==> src/hw/rtl/tcw_pkg.sv <==
package tcw_pkg;

  localparam int COLUMNS_DEF = 80;
  localparam int ROWS_DEF    = 25;

  localparam int POS_W  = 11;
  localparam int CODE_W = 9;
  localparam int CELL_W = 16;
  localparam int ATTR_W = 8;
  localparam int BYTE_W = 8;

  localparam logic [ATTR_W-1:0] ATTR_RESET     = 8'h07;
  localparam logic [CODE_W-1:0] CODE_NEWLINE   = 9'h00A;
  localparam logic [CODE_W-1:0] CODE_BACKSPACE = 9'h100;
  localparam logic [BYTE_W-1:0] CHAR_SPACE     = 8'h20;

  localparam logic CMD_PUT  = 1'b0;
  localparam logic CMD_READ = 1'b1;

  typedef enum logic [6:0] {
    ST_CLEAR = 7'b0000001,
    ST_IDLE  = 7'b0000010,
    ST_READ  = 7'b0000100,
    ST_EXEC  = 7'b0001000,
    ST_COPY  = 7'b0010000,
    ST_ZERO  = 7'b0100000,
    ST_SPACE = 7'b1000000
  } tcw_state_t;

  // Controller to datapath
  typedef struct packed {
    logic clear;   // zero one cell of the reset sweep
    logic accept;  // capture the request, start the cell read
    logic rd_out;  // present the read result
    logic exec;    // move the cursor, write the character
    logic copy;    // move one cell up by a row
    logic zero;    // zero one cell of the last row
    logic space;   // write the space cell, present the put result
  } tcw_cmd_t;

  // Datapath to controller
  typedef struct packed {
    logic cnt_last_cell;
    logic cnt_copy_end;
    logic cnt_end;
    logic scroll;
  } tcw_sts_t;

endpackage

==> src/hw/rtl/tcw_ctrl.sv <==
module tcw_ctrl (
  input  logic               clk,
  input  logic               rst_n,
  input  logic               start,
  input  logic               in_cmd,
  input  tcw_pkg::tcw_sts_t  sts,
  output tcw_pkg::tcw_cmd_t  cmd,
  output logic               busy
);
  import tcw_pkg::*;

  tcw_state_t state_r, state_nxt;

  always_comb begin
    state_nxt = state_r;
    cmd       = '0;
    case (state_r)
      ST_CLEAR: begin
        cmd.clear = 1'b1;
        if (sts.cnt_last_cell) state_nxt = ST_IDLE;
      end
      ST_IDLE: begin
        if (start) begin
          cmd.accept = 1'b1;
          state_nxt  = (in_cmd == CMD_READ) ? ST_READ : ST_EXEC;
        end
      end
      ST_READ: begin
        cmd.rd_out = 1'b1;
        state_nxt  = ST_IDLE;
      end
      ST_EXEC: begin
        cmd.exec  = 1'b1;
        state_nxt = sts.scroll ? ST_COPY : ST_SPACE;
      end
      ST_COPY: begin
        cmd.copy = 1'b1;
        if (sts.cnt_copy_end) state_nxt = ST_ZERO;
      end
      ST_ZERO: begin
        cmd.zero = 1'b1;
        if (sts.cnt_end) state_nxt = ST_SPACE;
      end
      ST_SPACE: begin
        cmd.space = 1'b1;
        state_nxt = ST_IDLE;
      end
      default: begin
        state_nxt = ST_CLEAR;
      end
    endcase
  end

  always_ff @(posedge clk) begin
    if (!rst_n) begin
      state_r <= ST_CLEAR;
    end else begin
      state_r <= state_nxt;
    end
  end

  assign busy = (state_r != ST_IDLE);

endmodule

==> config.mk <==
export PLATFORM = sky130hd
export DESIGN_NAME = tcw_ctrl
export DESIGN_NICKNAME = d
export VERILOG_FILES = /design/src/hw/rtl/tcw_pkg.sv /design/src/hw/rtl/tcw_ctrl.sv
export SDC_FILE = /design/constraint.sdc
export NUM_CORES = 1
export LEC_CHECK = 0
export BUFFER_PORTS_ARGS = -buffer_cell sky130_fd_sc_hd__buf_2
export CAP_MARGIN = 25
export CORE_AREA = 2 2 39 41
export CTS_BUF_LIST = sky130_fd_sc_hd__clkbuf_2
export DETAILED_ROUTE_END_ITERATION = 16
export DIE_AREA = 0 0 41 43
export SETUP_SLACK_MARGIN = 0.15
export SLEW_MARGIN = 25
export SYNTH_ARGS = -nofsm -noshare
export SYNTH_HDL_FRONTEND = slang
export SYNTH_SLANG_ARGS = --single-unit
==> constraint.sdc <==
create_clock -name clk -period 1.55 [get_ports clk]
set_clock_uncertainty 0.15 [all_clocks]
set_input_delay 0.31 -clock clk [delete_from_list [all_inputs] [get_ports clk]]
set_output_delay 0.31 -clock clk [all_outputs]
set_load 0.05 [all_outputs]
==> Word-level counts from Yosys, hierarchy flattened <==
Cells that the tools add are included.
{ "totals": {"regBits": 7, "in_bits": 8, "wordCells": 30} }
{ "op_classes": {"eq_ne": 12, "mux": 15, "reduce_logical": 2} }
{ "ops": {"columns": ["cell", "n"], "rows": [
  ["7-bit case mux with 6 select lines", 1],
  ["7-bit 2-to-1 mux", 5],
  ["1-bit 2-to-1 mux", 8],
  ["2-bit inequality test (second input constant)", 4],
  ["7-bit by 1-bit == test with 1-bit output (second input constant)", 1],
  ["7-bit by 2-bit == test with 1-bit output (second input constant)", 1],
  ["7-bit by 3-bit == test with 1-bit output (second input constant)", 1],
  ["7-bit by 4-bit == test with 1-bit output (second input constant)", 1],
  ["7-bit by 5-bit == test with 1-bit output (second input constant)", 1],
  ["7-bit by 6-bit == test with 1-bit output (second input constant)", 1],
  ["7-bit == test (second input constant)", 1],
  ["7-bit by 2-bit inequality test with 1-bit output (second input constant)", 1],
  ["4-bit 2-to-1 mux", 1],
  ["4-bit AND reduction", 1],
  ["2-bit OR reduction", 1]
]} }

==> Depth between registers and ports, before layout <==
Gate-level depths: netlist (run 1).
{ "logic_depth": {"word_depth": 3, "mapped_depth": 5, "ltp_nobuf": 4} }

==> Worst setup path after synthesis (run 1) <==
Ideal clock, no wire load.
{ "synth_path": {"kind": "flip-flop to output port", "startpoint": "reg state_r[4]", "endpoint": "out cmd[5] (netlist name)", "t_arrival_ps": 2093, "required_time_ps": 1090, "setup_slack_ps": -1003, "stages_incl_launch_ff": 4, "cell_sequence": "dfxtp_1 > nor3_2 > nand4b_1 > nor2_1"} }
{ "synth_lines": {"columns": ["item", "line", "rtl"], "rows": [
  ["start, declared", "tcw_ctrl.sv:12", "tcw_state_t state_r, state_nxt;"],
  ["start signal, assigned", "tcw_ctrl.sv:58", "state_r <= state_nxt;"],
  ["end, declared", "tcw_ctrl.sv:7", "output tcw_pkg::tcw_cmd_t cmd,"]
]} }

==> qor.txt, run 1 <==
Syn_nets = 68
Detailed Route Iter0 Violations = 6
IO Pins = 16
Internal = 667 uW
Number of nets in the final layout = 105
Routed metal-1 wire length = 652 um
Netlist area before placement = 489 um2
Final-report setup violation count = 13
Wire length of the first global-routing pass = 2.57 mm
Antenna diode count = 0
Antenna violation net count after detailed routing = 0
Max-slew headroom = 73.8%
Worst hold slack = 92.4 ps
Period minus WS final = 1810 ps
Vertical extent of the die = 43 um
Cell leakage power = 0.000396 uW
Initial antenna violation count = 0
Bufs on Longest Clock Path = 2
Number of storage elements in the synthesis netlist = 7
Die Outline Area = 1760 um2
CTS clk-pin slew, worst paths = 90 ps
Status = finished, violations left
Violated checks = negative setup slack
TritonCTS Buffers = 3
Cell depth of the worst hold path = 2
Core Region = 1380 um2
Kind of end point of the critical path = output pin
Global-route usage over all layers = 22.4%
Largest vdd supply drop = 0.742 mV
Worst reg2reg endpoint = state_r[0]
Mean instance size in the synthesized netlist = 8.15 um2
Number of clock sinks = 7
Clock power frac = 11.6%
Largest net degree at the start of global routing = 8
Hold path start = in_cmd
Class of the tightest hold or removal check = in2reg
Final setup margin = -256 ps
Worst Path Required = 1090 ps
Setup slack of the worst register-to-register path = -110 ps
Switch share = 45.6%
HPWL after detailed placement = 1.02 mm
Area Growth Syn to Fin = 92.8%
Maximum level of the CTS H-tree = 1
Routed length per instance = 14.4 um
Cell depth of the worst flop-to-flop path = 7
Peak Freq = 554 MHz
Power density cells = 1300 nW/um2
TritonCTS clock tree = built
Via density = 5.43
Seq/Total Area, Yosys = 28.6%
Fraction of the cycle the final worst path needs = 117%
Crit Path Class = reg2out
Crit start category = flop
Uppermost metal layer occupied by signal nets = met4
Post-synth top area cell = sky130_fd_sc_hd__dfxtp_1
Share of Yosys cell area claimed by the top area cell type = 28.6%
Drt total wl = 1.62 mm
Number of global-route vias before repair = 586
Fraction of layout cells with a size suffix above 1 = 64.6%
Final Max Tran Viols = 0
Crit-path max FO = 3
Worst reg2reg path startpoint = state_r[4]
Combinational Power Share = 65.6%
RSZ-0062 raised after global routing = true
Insertion delay of the later-clocked pin in the worst-skew pair = 250 ps
CTS hold repair buffers = 0
Cell total after placement = 103
DRT Pass-1 Iters = 4
Dominant combinational cell family by area after synthesis = simple AND/OR/NAND/NOR gates
Grt total ovfl = 0
Warning count from the yosys run = 0
Drc violations = 0
Met2 WL post-DR = 869 um
Number of cell rows = 14
Post-synthesis share of cell area spent on and, or, nand and nor gates = 38.4%
Routed met3 length = 67 um
Effective utilization at floorplan = 35.4%
Gate count after technology mapping = 60
Post-synthesis xor/xnor area fraction = 3.58%
Multiplexer share of the synthesized area = 2.05%
MaxCap Viol Count = 0
End of the worst hold path = state_r[3]
Share of synthesized cell area in full adder, half adder and majority cells = 0%
Leading post-synthesis cells by cell area = sky130_fd_sc_hd__dfxtp_1, sky130_fd_sc_hd__o2bb2ai_4, sky130_fd_sc_hd__inv_1, sky130_fd_sc_hd__nor2_1, sky130_fd_sc_hd__nor3_2
Net switching power of the design = 560 uW
Most flops, register = state_r
Die Width = 41 um
Count of vias placed by the detailed router = 608
Final TNS setup = -2080 ps
Compound-gate portion of the synthesized area = 20.5%
Final hold vios = 0
Number of buffers inserted by port buffering = 15
Routability congestion estimate = 0.753
Number of standard cells in the layout, taps in and fillers out = 112
Worst-margin pin slew = 391 ps
Setup slack at placement = -145 ps
Flop pwr share = 22.8%
Flip-flop count of the largest register after layout = 7
Biggest regs = state_r: 7 flops
Cell chosen for the clock root = sky130_fd_sc_hd__clkbuf_2
Worst EP arrival = 1350 ps
Count of cell types in the netlist = 30
-- synth_stat cells --
cell	number
sky130_fd_sc_hd__mux2i_1	1
sky130_fd_sc_hd__nor3_2	2
sky130_fd_sc_hd__o211ai_1	1
sky130_fd_sc_hd__o22a_1	1
sky130_fd_sc_hd__dfxtp_1	7
sky130_fd_sc_hd__nor2_1	6
sky130_fd_sc_hd__and3_2	1
sky130_fd_sc_hd__or2_0	1
sky130_fd_sc_hd__nor4_1	3
sky130_fd_sc_hd__nor3_1	2
sky130_fd_sc_hd__nand2_1	5
sky130_fd_sc_hd__or2b_1	1
sky130_fd_sc_hd__nand3_1	1
sky130_fd_sc_hd__and3_1	3
sky130_fd_sc_hd__nand2b_1	2
sky130_fd_sc_hd__a21oi_1	1
sky130_fd_sc_hd__a32oi_1	1
sky130_fd_sc_hd__xor2_1	2
sky130_fd_sc_hd__inv_1	6
sky130_fd_sc_hd__o21ai_2	1
sky130_fd_sc_hd__and2_2	1
sky130_fd_sc_hd__o2bb2ai_4	1
sky130_fd_sc_hd__or3b_4	1
sky130_fd_sc_hd__o21ai_0	2
sky130_fd_sc_hd__buf_6	1
sky130_fd_sc_hd__or3_1	2
sky130_fd_sc_hd__o311ai_0	1
sky130_fd_sc_hd__nand4b_1	1
sky130_fd_sc_hd__o22ai_1	1
sky130_fd_sc_hd__o2111ai_1	1
-- routing by layer --
metal / GRT usage [%] / vias to the layer above
met5: 0 / -
met4: 10.0 / 0
met3: 6.28 / 4
met2: 36.3 / 20
met1: 25.6 / 291
li1: - / 293
-- timing repair --
action	CTS	global route
endpoints found under the hold margin	0	0
pin swaps	7	3
gates cloned	0	0
resized for setup	30	8
buffers inserted	2	3
setup endpoints to repair	15	15
-- metrics by stage --
stage	instance area (um2)	util, %	total power, uW
2_1_floorplan	537	-	634
3_3_place_gp	718	51.9	811
3_5_place_dp	718	51.9	809
4_1_cts	873	63.1	1100
5_1_grt	943	68.2	1300
6_report	943	68.2	1230
-- cells by family after synthesis --
group | Yosys count
and+or+nand+nor | 32
DFF | 7
muxes | 1
AOI/OAI and AO/OA | 11
buffers and inverters | 7
xor gates and xnor gates | 2
-- area by class of cell --
class | instances | area, um2
Multi-Input combinational cell | 46 | 449
Clock buffer | 3 | 15.0
Timing Repair Buffer | 33 | 280
Clock inverter | 1 | 5.00
Sequential cell | 7 | 151
Tap cell | 16 | 20.0
Inverter | 6 | 22.5
Fill cell | 111 | 440
-- power groups by stage --
stage	Sequential [uW]	Combinational, uW	Clock [uW]
floorplan	257	377	0
global placement	257	555	0
detailed placement	256	553	0
CTS	274	678	149
global route	285	854	157
finish	280	804	143
-- worst max-delay path, stage by stage (launching register included) --
cell and delay, ps:
sky130_fd_sc_hd__dfxtp_4 380, sky130_fd_sc_hd__nor3_4 180, sky130_fd_sc_hd__nand4b_1 230, sky130_fd_sc_hd__nor2_4 140
sky130_fd_sc_hd__buf_6 160
-- layout by cell type (no fill, tap or decap), types with 3 or more instances in the layout --
cell	count
sky130_fd_sc_hd__buf_4	14
sky130_fd_sc_hd__dfxtp_2	3
sky130_fd_sc_hd__and3_4	3
sky130_fd_sc_hd__nand2_1	4
sky130_fd_sc_hd__nor2_1	3
sky130_fd_sc_hd__nor2_4	3
sky130_fd_sc_hd__nor4_4	3
sky130_fd_sc_hd__buf_6	8
sky130_fd_sc_hd__inv_1	6
sky130_fd_sc_hd__buf_2	8
sky130_fd_sc_hd__buf_8	3
sky130_fd_sc_hd__clkbuf_2	3
-- how the worst max path moves through the flow --
stage,startpoint,to,slack (ps),depth (start not counted)
finish,state_r[4],cmd[5],-260,4
global route,state_r[4],cmd[5],-340,4
CTS,state_r[1],cmd[1],-240,4
detailed placement,state_r[5],cmd[0],-150,3
global placement,state_r[3],cmd[0],-90,3
floorplan,state_r[4],cmd[5],-660,3
Note: power is estimated with default switching activity, not from simulation.
==> run 2, diff against run 1 <==
--- a/config.mk
+++ b/config.mk
@@ -7,10 +7,12 @@
 export LEC_CHECK = 0
 export BUFFER_PORTS_ARGS = -buffer_cell sky130_fd_sc_hd__buf_2
 export CAP_MARGIN = 25
-export CORE_AREA = 2 2 39 41
+export CELL_PAD_IN_SITES_DETAIL_PLACEMENT = 1
+export CELL_PAD_IN_SITES_GLOBAL_PLACEMENT = 2
+export CORE_UTILIZATION = 28
 export CTS_BUF_LIST = sky130_fd_sc_hd__clkbuf_2
 export DETAILED_ROUTE_END_ITERATION = 16
-export DIE_AREA = 0 0 41 43
+export PLACE_DENSITY_LB_ADDON = 0.1
 export SETUP_SLACK_MARGIN = 0.15
 export SLEW_MARGIN = 25
 export SYNTH_ARGS = -nofsm -noshare
==> run 2 against run 1 <==
Effect of this change: the run ends with design-rule violations, negative setup slack left; final cell count stayed put; wire length is 33% higher; clock power hardly changed; flip-flop and latch count stayed put; final area is 4.0% higher; sequential power is 7% higher; sequential share of layout area hardly changed; worst setup slack worse by 38 ps; combinational power is 2% higher.
==> qor.txt, run 2 (synthesized netlist as in run 1, its figures left out) <==
Crit-path max FO = 5
Drc violations = 1
Placed cell area = 711 um2
Detailed Route Iter0 Violations = 5
Flip-flop count of the largest register after layout = 7
Via density = 5.28
Maximum level of the CTS H-tree = 1
Cell depth of the worst flop-to-flop path = 5
Setup slack of the worst register-to-register path = -110 ps
Worst Path Required = 1090 ps
TritonCTS clock tree = built
Biggest regs = state_r: 7 flops
Max-slew headroom = 72.4%
TritonCTS Buffers = 3
Fill cell total of the finished layout = 173
Cell leakage power = 0.000397 uW
Most flops, register = state_r
Power density cells = 1290 nW/um2
Die Outline Area = 1920 um2
Total number of cells along the worst setup path = 4
Vertical extent of the die = 43.8 um
Cell chosen for the clock root = sky130_fd_sc_hd__clkbuf_2
Final-report setup violation count = 12
Crit Path Class = reg2out
Worst-margin pin slew = 412 ps
Area Growth Syn to Fin = 101%
Routability congestion estimate = 0.808
Critical path origin = state_r[0]
Bufs on Longest Clock Path = 2
Number of nets in the final layout = 105
Insertion delay of the later-clocked pin in the worst-skew pair = 240 ps
Buffering stage count on the worst path with inverters included = 1
Leading cell type in the layout, fill and taps excluded = sky130_fd_sc_hd__buf_4
Largest vdd supply drop = 1.01 mV
Master of the slowest instance on the critical path = sky130_fd_sc_hd__dfxtp_4
Global-route usage over all layers = 20.9%
Final hold vios = 0
CTS clk-pin slew, worst paths = 90 ps
Number of clock sinks = 7
Peak Freq = 542 MHz
Worst path max stage delay = 380 ps
IO Pins = 16
Final Max Tran Viols = 0
Fraction of the cycle the final worst path needs = 119%
Grt total ovfl = 0
Violated checks = design-rule violations, negative setup slack
Count of vias placed by the detailed router = 591
CP cell instances = nor3_4 > and2_4 > and3_4 > buf_8
Effective utilization at floorplan = 31.0%
Largest net degree at the start of global routing = 8
Worst reg2reg endpoint = state_r[2]
Final Instance Area = 981 um2
Core Region = 1580 um2
Number of buffers inserted by port buffering = 15
Crit start category = flop
Routed length per instance = 19.3 um
Number of cell rows = 14
Worst reg2reg path startpoint = state_r[5]
Final TNS setup = -2010 ps
Hold path start = in_cmd
Kind of end point of the critical path = output pin
Antenna diode count = 0
Drt total wl = 2.16 mm
Period minus WS final = 1840 ps
Leading cell types in the layout, fill and taps excluded = sky130_fd_sc_hd__buf_4, sky130_fd_sc_hd__buf_6, sky130_fd_sc_hd__buf_2
Worst EP arrival = 1380 ps
Fraction of layout cells with a size suffix above 1 = 71.9%
Delay-heaviest family, CP = simple AND/OR/NAND/NOR gates
Final setup margin = -294 ps
Die Width = 43.8 um
Cell depth of the worst hold path = 2
MaxCap Viol Count = 0
Wire length of the first global-routing pass = 2.85 mm
Antenna violation net count after detailed routing = 0
Number of global-route vias before repair = 609
DRT Pass-1 Iters = 10
Initial antenna violation count = 0
HPWL after detailed placement = 1.19 mm
RSZ-0062 raised after global routing = true
CTS hold repair buffers = 0
Capture point of the worst path = cmd[1]
Class of the tightest hold or removal check = in2reg
Status = finished, violations left
[run 2: layer usage]
layer	up-vias	track usage, %	wire [um]
met3	4	3.75	45
li1	291	-	-
met1	285	26.8	920
met5	-	0	0
met2	11	34.9	1150
met4	0	7.50	36
[run 2: power by group]
part	leakage, uW	switching [uW]	total [uW]	internal (uW)
sequential	0.0000602	77.4	299	221
clock	0.0000166	76.5	145	68.6
combinational	0.000320	432	822	390
total	0.000397	586	1270	680
[run 2: worst min path at each step]
stage	to	slack [ps]
global placement	state_r[3]	340
finish	state_r[3]	100
CTS	state_r[3]	80
floorplan	state_r[3]	240
global route	state_r[3]	90
detailed placement	state_r[3]	350
[run 2: worst register-to-register path: cells and delay by family (launching register included)]
family	cells	cell delay, ps
AND/OR/NAND/NOR	3	690
flip-flops	1	370
buffers and inverters	2	350
[run 2: stage by stage]
| stage | util [%] | cells | hold WS [ps] | worst slack, ps | power (uW) |
|---|---|---|---|---|---|
| finish | 62.2 | 112 | 103 | -294 | 1270 |
| global route | 62.2 | 112 | 92.0 | -365 | 1330 |
| CTS | 55.8 | 108 | 75.2 | -246 | 1090 |
| detailed placement | 45.1 | 102 | 348 | -140 | 836 |
| global placement | 45.1 | 102 | 342 | -119 | 829 |
| floorplan | - | 60 | 239 | -656 | 634 |
[run 2: area by class of cell]
cell class	instances	area, um2	area share [%]
Multi-Input combinational cell	46	467	47.6
Inverter	6	22.5	2.30
Clock buffer	4	20.0	2.04
Tap cell	16	20.0	2.04
Timing Repair Buffer	33	294	30.0
Sequential cell	7	158	16.1
[run 2: timing repair]
item                       in CTS  in global routing
buffers inserted                2                  4
pin swaps                      10                  8
setup endpoints to repair      15                 15
resized for setup              37                 15
